--- src/hdl/powsrv_pkg.sv ---
// ----------------------------------------------------------------------------
// powsrv_pkg: shared types and constants of the offset window servo
// widths, operation and status codes, controller/datapath command bundle
// ----------------------------------------------------------------------------
`default_nettype none

package powsrv_pkg;

  localparam int unsigned MaxWindow = 16;
  localparam int unsigned IdxW      = $clog2(MaxWindow);
  localparam int unsigned CntW      = $clog2(MaxWindow + 1);
  localparam int unsigned DivCntW   = 7;

  localparam logic [1:0] OpObserve = 2'd0;
  localparam logic [1:0] OpQuery   = 2'd1;
  localparam logic [1:0] OpRestart = 2'd2;

  localparam logic [1:0] StAccepted = 2'd0;
  localparam logic [1:0] StRejected = 2'd1;
  localparam logic [1:0] StRearmed  = 2'd2;
  localparam logic [1:0] StNoSample = 2'd3;

  localparam logic [1:0] RegWindowLength = 2'd0;
  localparam logic [1:0] RegOutlierGuard = 2'd1;

  // commands from the controller to the datapath
  typedef struct packed {
    logic          load;       // capture input item, compute delay and offset
    logic          scan_clr;   // clear accumulators before a window walk
    logic          scan_en;    // accumulate the entry at scan_idx
    logic [IdxW-1:0] scan_idx;
    logic          div_start;  // start both mean divisions
    logic          write_en;   // write sample into the window
    logic [IdxW-1:0] write_idx;
    logic          zero_means; // unlocked: means are zero
    logic          out_load;   // load output register
  } powsrv_cmd_t;

  typedef struct packed {
    logic div_busy;
    logic outlier;   // last sample deviates beyond spread plus guard
  } powsrv_sts_t;

endpackage

`default_nettype wire

--- src/hdl/powsrv_ctrl.sv ---
// ----------------------------------------------------------------------------
// powsrv_ctrl: servo sequencer
// window bookkeeping, lock and reject counting, walk and divide sequencing
// ----------------------------------------------------------------------------
`default_nettype none

module powsrv_ctrl
  import powsrv_pkg::*;
(
  input  wire logic            clk_i,
  input  wire logic            rst_ni,
  input  wire logic            in_valid_i,
  output logic                 in_ready_o,
  input  wire logic [1:0]      op_i,
  input  wire logic [4:0]      wlen_i,
  output logic                 out_valid_o,
  input  wire logic            out_ready_i,
  output logic                 locked_o,
  output logic [1:0]           status_o,
  output powsrv_cmd_t          cmd_o,
  input  wire powsrv_sts_t     sts_i,
  output logic [CntW-1:0]      fill_o
);

  typedef enum logic [2:0] {
    S_IDLE, S_CALC, S_SCAN, S_DIV, S_DECIDE, S_MEAN, S_OUT
  } state_e;

  state_e          state_q;
  logic [CntW-1:0] fill_q, len_q, run_q, scan_q;
  logic [IdxW-1:0] slot_q;
  logic            lock_q, check_q, valid_q;
  logic [1:0]      op_q, status_q;
  logic [1:0]      drain_q;
  logic [CntW-1:0] len_eff;
  logic            accept;

  always_comb begin
    if (wlen_i == '0) len_eff = CntW'(1);
    else if (wlen_i > 5'(MaxWindow)) len_eff = CntW'(MaxWindow);
    else len_eff = CntW'(wlen_i);
  end

  assign in_ready_o  = (state_q == S_IDLE) && !valid_q;
  assign accept      = in_valid_i && in_ready_o;
  assign out_valid_o = valid_q;
  assign locked_o    = lock_q;
  assign status_o    = status_q;
  assign fill_o      = fill_q;

  always_comb begin
    cmd_o = '0;
    cmd_o.load       = accept;
    cmd_o.scan_idx   = scan_q[IdxW-1:0];
    cmd_o.scan_en    = (state_q == S_SCAN) && (scan_q < fill_q);
    cmd_o.scan_clr   = (state_q == S_CALC) || (state_q == S_DECIDE);
    cmd_o.write_idx  = (fill_q < len_q) ? fill_q[IdxW-1:0]
                     : ((CntW'(slot_q) >= fill_q) ? '0 : slot_q);
    cmd_o.write_en   = (state_q == S_DECIDE) && (drain_q == 2'd2);
    cmd_o.div_start  = (state_q == S_DIV);
    cmd_o.out_load   = (state_q == S_OUT);
    cmd_o.zero_means = !lock_q;
  end

  always_ff @(posedge clk_i or negedge rst_ni) begin
    if (!rst_ni) begin
      state_q <= S_IDLE;
      fill_q  <= '0;
      slot_q  <= '0;
      run_q   <= '0;
      lock_q  <= 1'b0;
      valid_q <= 1'b0;
      check_q <= 1'b0;
      scan_q  <= '0;
      drain_q <= '0;
      len_q   <= '0;
      op_q    <= '0;
      status_q <= StNoSample;
    end else begin
      if (valid_q && out_ready_i) valid_q <= 1'b0;
      case (state_q)
        S_IDLE: begin
          if (accept) begin
            op_q   <= op_i;
            len_q  <= len_eff;
            scan_q <= '0;
            state_q <= S_CALC;
          end
        end
        S_CALC: begin
          if (op_q == OpObserve) begin
            check_q <= lock_q && (fill_q >= len_q) && (fill_q != '0);
            state_q <= S_SCAN;
          end else begin
            if (op_q == OpRestart) begin
              fill_q <= '0; slot_q <= '0; run_q <= '0; lock_q <= 1'b0;
            end
            status_q <= StNoSample;
            check_q  <= 1'b0;
            state_q  <= S_SCAN;
          end
          drain_q <= '0;
        end
        S_SCAN: begin
          // after the last read, drain_q holds the walk until the read and accumulate stages drain
          if (scan_q < fill_q) scan_q <= scan_q + 1'b1;
          else if (drain_q == 2'd1) begin
            drain_q <= '0;
            state_q <= S_DIV;
          end else drain_q <= drain_q + 1'b1;
        end
        S_DIV: state_q <= S_MEAN;
        S_MEAN: begin
          if (!sts_i.div_busy) begin
            if (op_q == OpObserve && check_q) begin
              check_q <= 1'b0;
              state_q <= S_DECIDE;
            end else if (op_q == OpObserve) begin
              // push without test, then rescan for the reported means
              op_q     <= OpQuery;
              status_q <= (status_q == StRearmed) ? StRearmed : StAccepted;
              state_q  <= S_DECIDE;
              drain_q  <= 2'd2;
            end else begin
              state_q <= S_OUT;
            end
          end
        end
        S_DECIDE: begin
          scan_q <= '0;
          if (drain_q == 2'd2) begin
            // write sample
            if (fill_q < len_q) fill_q <= fill_q + 1'b1;
            else slot_q <= IdxW'((CntW'(cmd_o.write_idx) + 1'b1 >= fill_q) ? '0
                                 : cmd_o.write_idx + 1'b1);
            if ((fill_q < len_q ? fill_q + 1'b1 : fill_q) >= len_q) lock_q <= 1'b1;
            drain_q <= '0;
            state_q <= S_SCAN;
          end else if (sts_i.outlier) begin
            if (run_q + 1'b1 < len_q) begin
              run_q    <= run_q + 1'b1;
              status_q <= StRejected;
              op_q     <= OpQuery;
              state_q  <= S_SCAN;
            end else begin
              fill_q <= '0; slot_q <= '0; run_q <= '0;
              status_q <= StRearmed;
              state_q  <= S_MEAN;
            end
          end else begin
            run_q    <= '0;
            status_q <= StAccepted;
            state_q  <= S_MEAN;
          end
        end
        S_OUT: begin
          valid_q <= 1'b1;
          state_q <= S_IDLE;
        end
        default: state_q <= S_IDLE;
      endcase
      if (state_q == S_CALC && op_q == OpObserve) status_q <= StAccepted;
    end
  end

  a_ready_idle: assert property (@(posedge clk_i) disable iff (!rst_ni)
    in_ready_o |-> state_q == S_IDLE) else $error("ready outside idle");
  a_fill_range: assert property (@(posedge clk_i) disable iff (!rst_ni)
    fill_q <= CntW'(MaxWindow)) else $error("fill count overflow");
  a_out_once: assert property (@(posedge clk_i) disable iff (!rst_ni)
    cmd_o.out_load |=> valid_q) else $error("result not presented");

endmodule

`default_nettype wire

--- config.mk ---
export PLATFORM = sky130hd
export DESIGN_NAME = powsrv_ctrl
export DESIGN_NICKNAME = d
export VERILOG_FILES = /design/src/hdl/powsrv_pkg.sv /design/src/hdl/powsrv_ctrl.sv
export SDC_FILE = /design/constraint.sdc
export NUM_CORES = 1
export LEC_CHECK = 0
export ABC_AREA = 1
export CORE_UTILIZATION = 55
export DETAILED_ROUTE_END_ITERATION = 8
export DONT_BUFFER_PORTS = 1
export GPL_TIMING_DRIVEN = 0
export PLACE_DENSITY_LB_ADDON = 0.1
export SYNTH_ARGS = -nofsm -noshare
export SYNTH_HDL_FRONTEND = slang
export SYNTH_SLANG_ARGS = --single-unit
--- constraint.sdc ---
create_clock -name clk_i -period 2.8 [get_ports clk_i]
set_input_delay 0.28 -clock clk_i [delete_from_list [all_inputs] [get_ports clk_i]]
set_output_delay 0.28 -clock clk_i [all_outputs]
set_load 0.1 [all_outputs]
==> results of run 1 <==
-- layer usage --
| metal | GRT usage, % | vias to the layer above | wire length (um) |
|---|---|---|---|
| met4 | 7.265 | 0 | 112 |
| met1 | 35.57 | 1267 | 3182 |
| met3 | 5.213 | 13 | 269 |
| met2 | 50.36 | 66 | 3680 |
| li1 | - | 1292 | - |
| met5 | 0 | - | 0 |
-- worst paths after layout --
check | start | to
max reg2reg | fill_o[4]$_DFFE_PN0P_ | slot_q[3]$_DFFE_PN0P_
max in group asynchronous | rst_ni | status_o[0]$_DFFE_PN1P_
max | fill_o[4]$_DFFE_PN0P_ | slot_q[3]$_DFFE_PN0P_
min | out_ready_i | out_valid_o$_DFFE_PN0P_
min reg2reg | op_q[0]$_DFFE_PN0P_ | op_q[0]$_DFFE_PN0P_
min in group asynchronous | rst_ni | run_q[2]$_DFFE_PN0P_
-- worst reg2reg max path: stages (launching register included) --
cell and delay, ns:
dfrtp_4 0.65, ha_4 0.36, nand2_4 0.06, nor2_4 0.12
nand2_2 0.07, nand3_4 0.07, buf_8 0.14, nand2_4 0.06
o22ai_4 0.63, nand3_2 0.15, and2_4 0.20, ha_4 0.25
nand2_2 0.04, a21boi_2 0.16, nor2_4 0.07, nand3_1 0.10
nand2_1 0.08
-- through the flow --
step	std cells	utilization (%)
4_1_cts	468	71.01
2_1_floorplan	380	-
5_1_grt	475	73.71
6_report	475	73.71
3_5_place_dp	449	64.29
3_3_place_gp	447	63.48
-- sequential cells by signal (all words and copies together), names as in the netlist --
name         cells
op_q             2
fill_o           5
state_q          3
scan_q           5
out_valid_o      1
slot_q           4
run_q            5
status_o         2
len_q            5
check_q          1
locked_o         1
drain_q          2
-- repair_timing --
action	in CTS	in global routing
setup endpoints to repair	6	7
hold endpoints to repair	36	0
pin swaps	18	12
gates resized for setup	22	20
buffers inserted	9	7
hold buffers	2	0
-- final cells by class --
cell class	count	area share (%)
multi-input combinational	275	53.77
sequential	36	25.97
inverter	62	7.329
timing repair buffer	20	5.215
clock buffer	7	2.713
tap	67	2.361
buffer	7	1.797
clock inverter	1	0.8457
-- cells by family after synthesis --
kind of cell               Yosys count  share of synthesized area [%]
and+or+nand+nor                    172                          28.09
buffers and inverters               69                          9.911
AOI/OAI and AO/OA                   61                          12.58
DFF                                 36                          32.09
adders and majority gates           32                          14.22
xor gates and xnor gates            10                          3.111
-- cells in the final DEF, fill, tap and decap left out, types with 2 or more instances in the layout --
master	n
o21ai_1	4
nor3_1	2
a31oi_1	3
xnor2_1	2
nand2_2	13
inv_2	9
xor2_1	8
nand3_2	2
o22ai_1	9
dfrtp_4	5
inv_1	48
dfrtp_1	29
clkbuf_8	7
nor2_1	19
a21oi_1	13
ha_4	8
clkinvlp_4	2
nand3_1	19
ha_1	24
nand3b_1	2
nor2_2	9
buf_4	20
nand2_8	2
nand2_4	6
nand3_4	3
dfstp_2	2
buf_6	2
o31ai_1	2
o21ai_0	19
nor2_4	5
nand4_1	5
inv_8	2
nand2_1	80
-- power breakdown --
group | internal, mW | switching [mW]
logic | 0.620 | 1.36
clock network | 0.315 | 0.203
registers | 0.661 | 0.337
==> flow_summary.toml, run 1 <==
[worst_setup_path]
path_buf_inv = 1
cp.required_ns = 2.98
worstPathCellList = "ha_4 -> nand2_4 -> nor2_4 -> nand2_2 -> nand3_4 -> buf_8 -> nand2_4 -> o22ai_4 -> nand3_2 -> and2_4 -> ha_4 -> nand2_2 -> a21boi_2 -> nor2_4 -> nand3_1 -> nand2_1"
cp_data_arrival_time_ns = 3.50
crit_fanout = 8
worstSetupEndpointType = "flip-flop"
r2r_slack_ns = -0.52
cp_top_family = "simple AND/OR/NAND/NOR gates"
worst_path_largest_cell_delay_ns = 0.65
reg2reg_depth = 16
crit_slowest_cell = "dfrtp_4"
cp.depth = 16
cp-start-kind = "flip-flop"
critical_path_class = "reg2reg"

[floorplan]
die_y_um = 73.55
coreArea_sq_um = 4817
dieWidth_um = 73.55
ios = 38
die_area_sq_um = 5409
num_rows = 25
initial_core_util_pct = 58.44

[layout]
stdcell_area_sq_um = 3551
register_area_sq_um = 922.1
fillers = 398
fin_nets = 452
multi_input_area_sq_um = 1909
drive_gt1_share_pct = 26.72
syn2layout_area_growth_pct = 26.13
antenna_cells = 0

[logic_synthesis]
synth_most_common_cell = "nand2_1"
synthFlopType = "dfrtp_1"
seq_area_frac_synth_pct = 32.09
yosys.area.top_type_share_pct = 30.22
synth_edf_count = 0
synth.distinct_cells = 40
syn_area_sq_um = 2815
synth_fp_nets = 425
postSynth.asyncResetShare_pct = 100.0
synth_top_area_cell = "dfrtp_1"
synth_common_cells = "92 x nand2_1, 55 x inv_1, 34 x dfrtp_1"
synth-seq-cells = 36
syn_inst = 380
yosys_warnings = 0
synthTopCellsByArea = "dfrtp_1 30%, ha_1 14%, nand2_1 12%, inv_1 7.3%, nand3_1 4.3%"
avgSynthCellArea_sq_um = 7.408

[placement]
place_area_sq_um = 3097
gp_congestion = 0.9608
dp_slack_ns = -0.6052
portBuffers = 0
dp_hpwl_um = 5023

[power]
powerDensity_nw_per_um2 = 983.3
leakage_nw = 1.775
p_total_mw = 3.492
vdd_ir_drop_max_mv = 1.003

[detailed_routing]
num_vias = 2638
wirelength_um = 7245
wl_per_cell_um = 15.25
drtIter0Drc = 172
ant_nets = 0
dr.pass1.iters = 4
vias_per_cell = 5.554
drc = 0

[timing]
setup_slack_ns = -0.5168
skew_ns = 0.006628
finalCriticalPeriod_ns = 3.317
min_period_over_period_pct = 118.5
holdWs_ns = 0.09031
fin_tns_setup_ns = -2.231
tightestPinTransition_ns = 1.060
max_freq_mhz = 301.5
timing.slew.headroom_pct = 29.28
hold_viol_final = 0
drv_slew = 0
setup_viol = 6
rsz0062_at_grt = "true"

[clock_tree]
tritoncts = "done"
cts-root-buf = "clkbuf_8"
path_clk_slew_ns = 0.08
cts_max_level = 2
numCtsBuffers = 5
clk_latency_ns = 0.29
cts_sinks = 36
clockBufferDepth = 2

[global_route]
overflow = 0
grt_pass1_wl_um = 11740
grt_max_degree = 37
grt_util_all_layers_pct = 28.45
grt_antenna_before_repair = 0
grt_pass1_vias = 2544

[hold_path]
worstHoldPathCells = 1
hold_path_class = "in2reg"

[outcome]
violations = "negative setup slack"
outcome = "finished, violations left"

[job]
drv_cap = 0
Power figures use the tool's default switching activity.
==> run 2: changes to the inputs <==
Settings changed: CORE_MARGIN set to 2.
==> run 2 against run 1 <==
  * The run still ends with negative setup slack left
  * Non-clock buffer count is 1 lower
  * Setup slack better by 0.026 ns
  * Sequential power hardly changed
  * Clock skew is 0.0069 ns higher
  * Register-to-register slack better by 0.03 ns
  * Via count is 1.5% lower
  * Worst hold slack better by 0.011 ns
  * Largest power group unchanged
  * Flip-flop and latch count stayed put
==> flow_summary.toml, run 2 (same netlist as run 1, synthesis figures left out) <==
[power]
vdd_ir_drop_max_mv = 0.7761
powerDensity_nw_per_um2 = 957.7
leakage_nw = 1.759
p_total_mw = 3.388

[global_route]
grt_pass1_wl_um = 11050
grt_pass1_vias = 2436
overflow = 0
grt_util_all_layers_pct = 25.41
grt_antenna_before_repair = 0
grt_max_degree = 37

[outcome]
violations = "negative setup slack"
outcome = "finished, violations left"

[detailed_routing]
wl_per_cell_um = 14.31
drtIter0Drc = 125
ant_nets = 0
num_vias = 2599
drc = 0
dr.pass1.iters = 4
vias_per_cell = 5.449
wirelength_um = 6824

[timing]
rsz0062_at_grt = "true"
finalCriticalPeriod_ns = 3.291
holdWs_ns = 0.1016
skew_ns = 0.01348
drv_slew = 0
tightestPinTransition_ns = 1.057
timing.slew.headroom_pct = 29.44
min_period_over_period_pct = 117.5
setup_viol = 6
hold_viol_final = 0
max_freq_mhz = 303.8
fin_tns_setup_ns = -2.050
setup_slack_ns = -0.4911

[worst_setup_path]
critical_path_class = "reg2reg"
cp_data_arrival_time_ns = 3.52
crit_slowest_cell = "dfrtp_4"
worst_path_largest_cell_delay_ns = 0.66
worstPathCellList = "ha_4 -> nand2_4 -> nor2_4 -> nand2_2 -> nand3_2 -> buf_6 -> nand2_4 -> o22ai_4 -> nand3_2 -> and2_4 -> ha_4 -> nand2_1 -> a21boi_2 -> nor2_2 -> nand3_1 -> nand2_1"
cp-start-kind = "flip-flop"
crit-reg2reg-launch = "fill_o[2]$_DFFE_PN0P_"
worstSetupEndpointType = "flip-flop"
crit_fanout = 7
cp.required_ns = 3.03
critPathLaunch = "fill_o[2]$_DFFE_PN0P_"

[layout]
stdcell_area_sq_um = 3537
final_common_cell = "nand2_1"
final_cell_mix = "81 x nand2_1, 48 x inv_1, 29 x dfrtp_1, 21 x ha_1, 20 x nand3_1"
fin_nets = 451
antenna_cells = 0
fin_cells = 477
drive_gt1_share_pct = 27.27
syn2layout_area_growth_pct = 25.64
final_util_pct = 70.60

[clock_tree]
path_clk_slew_ns = 0.07
tritoncts = "done"
cts_max_level = 2
clockBufferDepth = 2
clk_latency_ns = 0.30
cts_sinks = 36
cts-root-buf = "clkbuf_8"
numCtsBuffers = 5

[placement]
dp_hpwl_um = 4897
gp_congestion = 0.9321
place_inst = 452
portBuffers = 0
dp_slack_ns = -0.6077
place_area_sq_um = 3100

[floorplan]
die_y_um = 75.55
ios = 38
coreArea_sq_um = 5010
num_rows = 26
die_area_sq_um = 5707
initial_core_util_pct = 56.19
dieWidth_um = 75.55

[hold_path]
hold_path_class = "in2reg"
hold_start = "out_ready_i"

[job]
drv_cap = 0
-- run 2: routing by layer --
layer / global-route usage, % / share of wire (%)
met1: 32.37 / 44
met2: 43.77 / 51
met3: 5.556 / 4.3
met4: 6.628 / 0.91
met5: 0 / 0
-- run 2: path summary, 6_finish.rpt --
check	to	slack, ns	cells after the start
max	slot_q[3]$_DFFE_PN0P_	-0.49	16
min	out_valid_o$_DFFE_PN0P_	0.10	1
max reg2reg	slot_q[3]$_DFFE_PN0P_	-0.49	16
min reg2reg	op_q[1]$_DFFE_PN0P_	0.53	2
max in group asynchronous	status_o[0]$_DFFE_PN1P_	2.09	2
min in group asynchronous	locked_o$_DFFE_PN0P_	0.44	2
-- run 2: power breakdown --
part           internal (mW)  switching [mW]  total [mW]
clock                  0.225           0.193       0.418
sequential             0.662           0.336       0.998
combinational          0.639            1.33        1.97
total                   1.53            1.86        3.39
-- run 2: what timing repair did --
action                                  in CTS  in global routing
setup buffers                                7                  8
pin swaps                                   18                 13
hold buffers                                 2                  0
gates resized for setup                     23                 22
endpoints found under the hold margin       36                  0
endpoints found under the setup margin       7                  8
-- run 2: cell type report --
type,instances,area [sq um]
well taps,70,87.58
repair buffers,19,177.7
plain buffers,7,60.06
clock buffers,8,100.1
flip-flops and latches,36,922.1
multi-input cells,275,1929
fillers,431,1473
inverters,62,260.3
-- run 2: critical path, delay by kind of cell (launching register included) --
kind / cells / cell delay (ns)
and+or+nand+nor: 11 / 1.19
AOI/OAI and AO/OA: 2 / 0.67
DFF: 1 / 0.66
adders and majority gates: 2 / 0.56
buffers and inverters: 1 / 0.15
==> run 3: changes to the inputs <==
Settings changed: CORE_UTILIZATION 55 to 50.
==> run 3 against run 2 <==
  * The flow still finishes with violations (negative setup slack)
  * Sequential share of layout area fell by 0.37 points
  * First-iteration DRC count shrank 26%
  * Combinational power rose by 2%
  * Total power is 0.42% lower
  * Setup slack worse by 0.0056 ns
  * Final cell count increased by 1.5%
  * Wire length up 4.7%
  * Critical endpoint is now slot_q[0]$_DFFE_PN0P_
  * Largest power group unchanged
==> flow_summary.toml, run 3 (same netlist as run 1, synthesis figures left out) <==
[outcome]
outcome = "finished, violations left"
violations = "negative setup slack"

[layout]
register_area_sq_um = 922.1
final_cell_mix = "81 x nand2_1, 48 x inv_1, 29 x dfrtp_1, 24 x buf_4, 21 x ha_1"
syn2layout_area_growth_pct = 27.47
final_common_cell = "nand2_1"
fillers = 481
multi_input_area_sq_um = 1957
fin_nets = 456
drive_gt1_share_pct = 28.64
stdcell_area_sq_um = 3588
final_util_pct = 65.57
antenna_cells = 0

[power]
vdd_ir_drop_max_mv = 0.9091
powerDensity_nw_per_um2 = 940.1
leakage_nw = 1.776

[placement]
place_area_sq_um = 3103
gp_congestion = 0.8848
portBuffers = 0
dp_slack_ns = -0.6268
dp_hpwl_um = 5068

[floorplan]
coreArea_sq_um = 5473
die_y_um = 79.04
die_area_sq_um = 6247
initial_core_util_pct = 51.44
dieWidth_um = 79.04
num_rows = 27
ios = 38

[clock_tree]
cts_max_level = 2
clockBufferDepth = 2
path_clk_slew_ns = 0.08
clk_latency_ns = 0.29
tritoncts = "done"
cts_sinks = 36
numCtsBuffers = 5
cts-root-buf = "clkbuf_8"

[worst_setup_path]
worstPathCellList = "ha_4 -> nand2_4 -> nor2_4 -> nand2_2 -> nand3_2 -> buf_6 -> nand2_4 -> o22ai_4 -> nand3_2 -> and2_4 -> ha_4 -> nand2_2 -> a21boi_2 -> nor2_4 -> nand3_2 -> nand2_1"
critPathMostFrequentCell = "nand3_2"
crit_slowest_cell = "dfrtp_4"
cp-start-kind = "flip-flop"
cp_data_arrival_time_ns = 3.48
worstSetupEndpointType = "flip-flop"
cp.required_ns = 2.99
cp_top_family = "simple AND/OR/NAND/NOR gates"
critical_path_class = "reg2reg"
crit_fanout = 6
path_buf_inv = 1
worst_path_largest_cell_delay_ns = 0.67

[timing]
max_freq_mhz = 303.3
setup_viol = 6
finalCriticalPeriod_ns = 3.297
tightestPinTransition_ns = 1.053
drv_slew = 0
skew_ns = 0.006373
min_period_over_period_pct = 117.7
rsz0062_at_grt = "true"
timing.slew.headroom_pct = 29.75
setup_slack_ns = -0.4967
holdWs_ns = 0.1006
hold_viol_final = 0

[job]
drv_cap = 0

[global_route]
grt_util_all_layers_pct = 24.54
grt_max_degree = 37
grt_antenna_before_repair = 0
overflow = 0
grt_pass1_wl_um = 12020
grt_pass1_vias = 2583

[detailed_routing]
drc = 0
ant_nets = 0
dr.pass1.iters = 4
drtIter0Drc = 93
vias_per_cell = 5.337
wirelength_um = 7143
wl_per_cell_um = 14.76
num_vias = 2583

[hold_path]
hold_path_class = "in2reg"
## run 3: changes by cell type in the layout (fill, tap and decap cells not counted), sizes merged
cell    delta
clkinv     +1
buf        +5
clkbuf     -1
## run 3: what timing repair did
item	in CTS	in global routing
hold endpoints to repair	36	0
setup buffers	10	10
pin swaps	19	21
hold buffers	2	0
setup endpoints to repair	7	8
gates resized for setup	27	24
## run 3: power breakdown
part           internal, mW  switching [mW]  leakage, nW
Combinational         0.649            1.36         1.27
Sequential            0.662           0.337        0.468
Clock                 0.175           0.195       0.0422
Total                  1.49            1.89         1.78
## run 3: routing by layer
metal	routed length (um)	share of wire, %	vias up	global-route usage, %
met2	3621	51	48	43.47
met5	0	0	-	0
li1	-	-	1304	-
met1	3131	44	1223	30.93
met4	85	1.2	0	6.034
met3	305	4.3	8	4.432
## run 3: path summary, 6_finish.rpt
path,from,to,slack (ns),cells past startpoint
worst min-delay path,out_ready_i,out_valid_o$_DFFE_PN0P_,0.10,1
worst max register to register,fill_o[1]$_DFFE_PN0P_,slot_q[0]$_DFFE_PN0P_,-0.50,16
min in group asynchronous,rst_ni,scan_q[4]$_DFFE_PN0P_,0.45,2
worst max-delay path,fill_o[1]$_DFFE_PN0P_,slot_q[0]$_DFFE_PN0P_,-0.50,16
max in group asynchronous,rst_ni,status_o[0]$_DFFE_PN1P_,2.09,2
worst min register to register,run_q[4]$_DFFE_PN0P_,run_q[4]$_DFFE_PN0P_,0.53,2
## run 3: layout make-up
class	count	share of cell area (%)
flip-flops and latches	36	25.70
clock inverters	1	0.1395
plain buffers	7	1.674
inverters	62	7.322
multi-input cells	275	54.53
clock buffers	7	2.127
repair buffers	24	5.997
well taps	72	2.510
## run 3: stage by stage
stage | setup TNS, ns | total power [mW] | cells
after CTS | -2.057 | 3.248 | 474
after global placement | -2.494 | 2.686 | 452
final | -2.151 | 3.373 | 484
after global routing | -2.927 | 3.637 | 484
after floorplan | -1.296 | 2.408 | 380
after detailed placement | -2.756 | 2.768 | 454
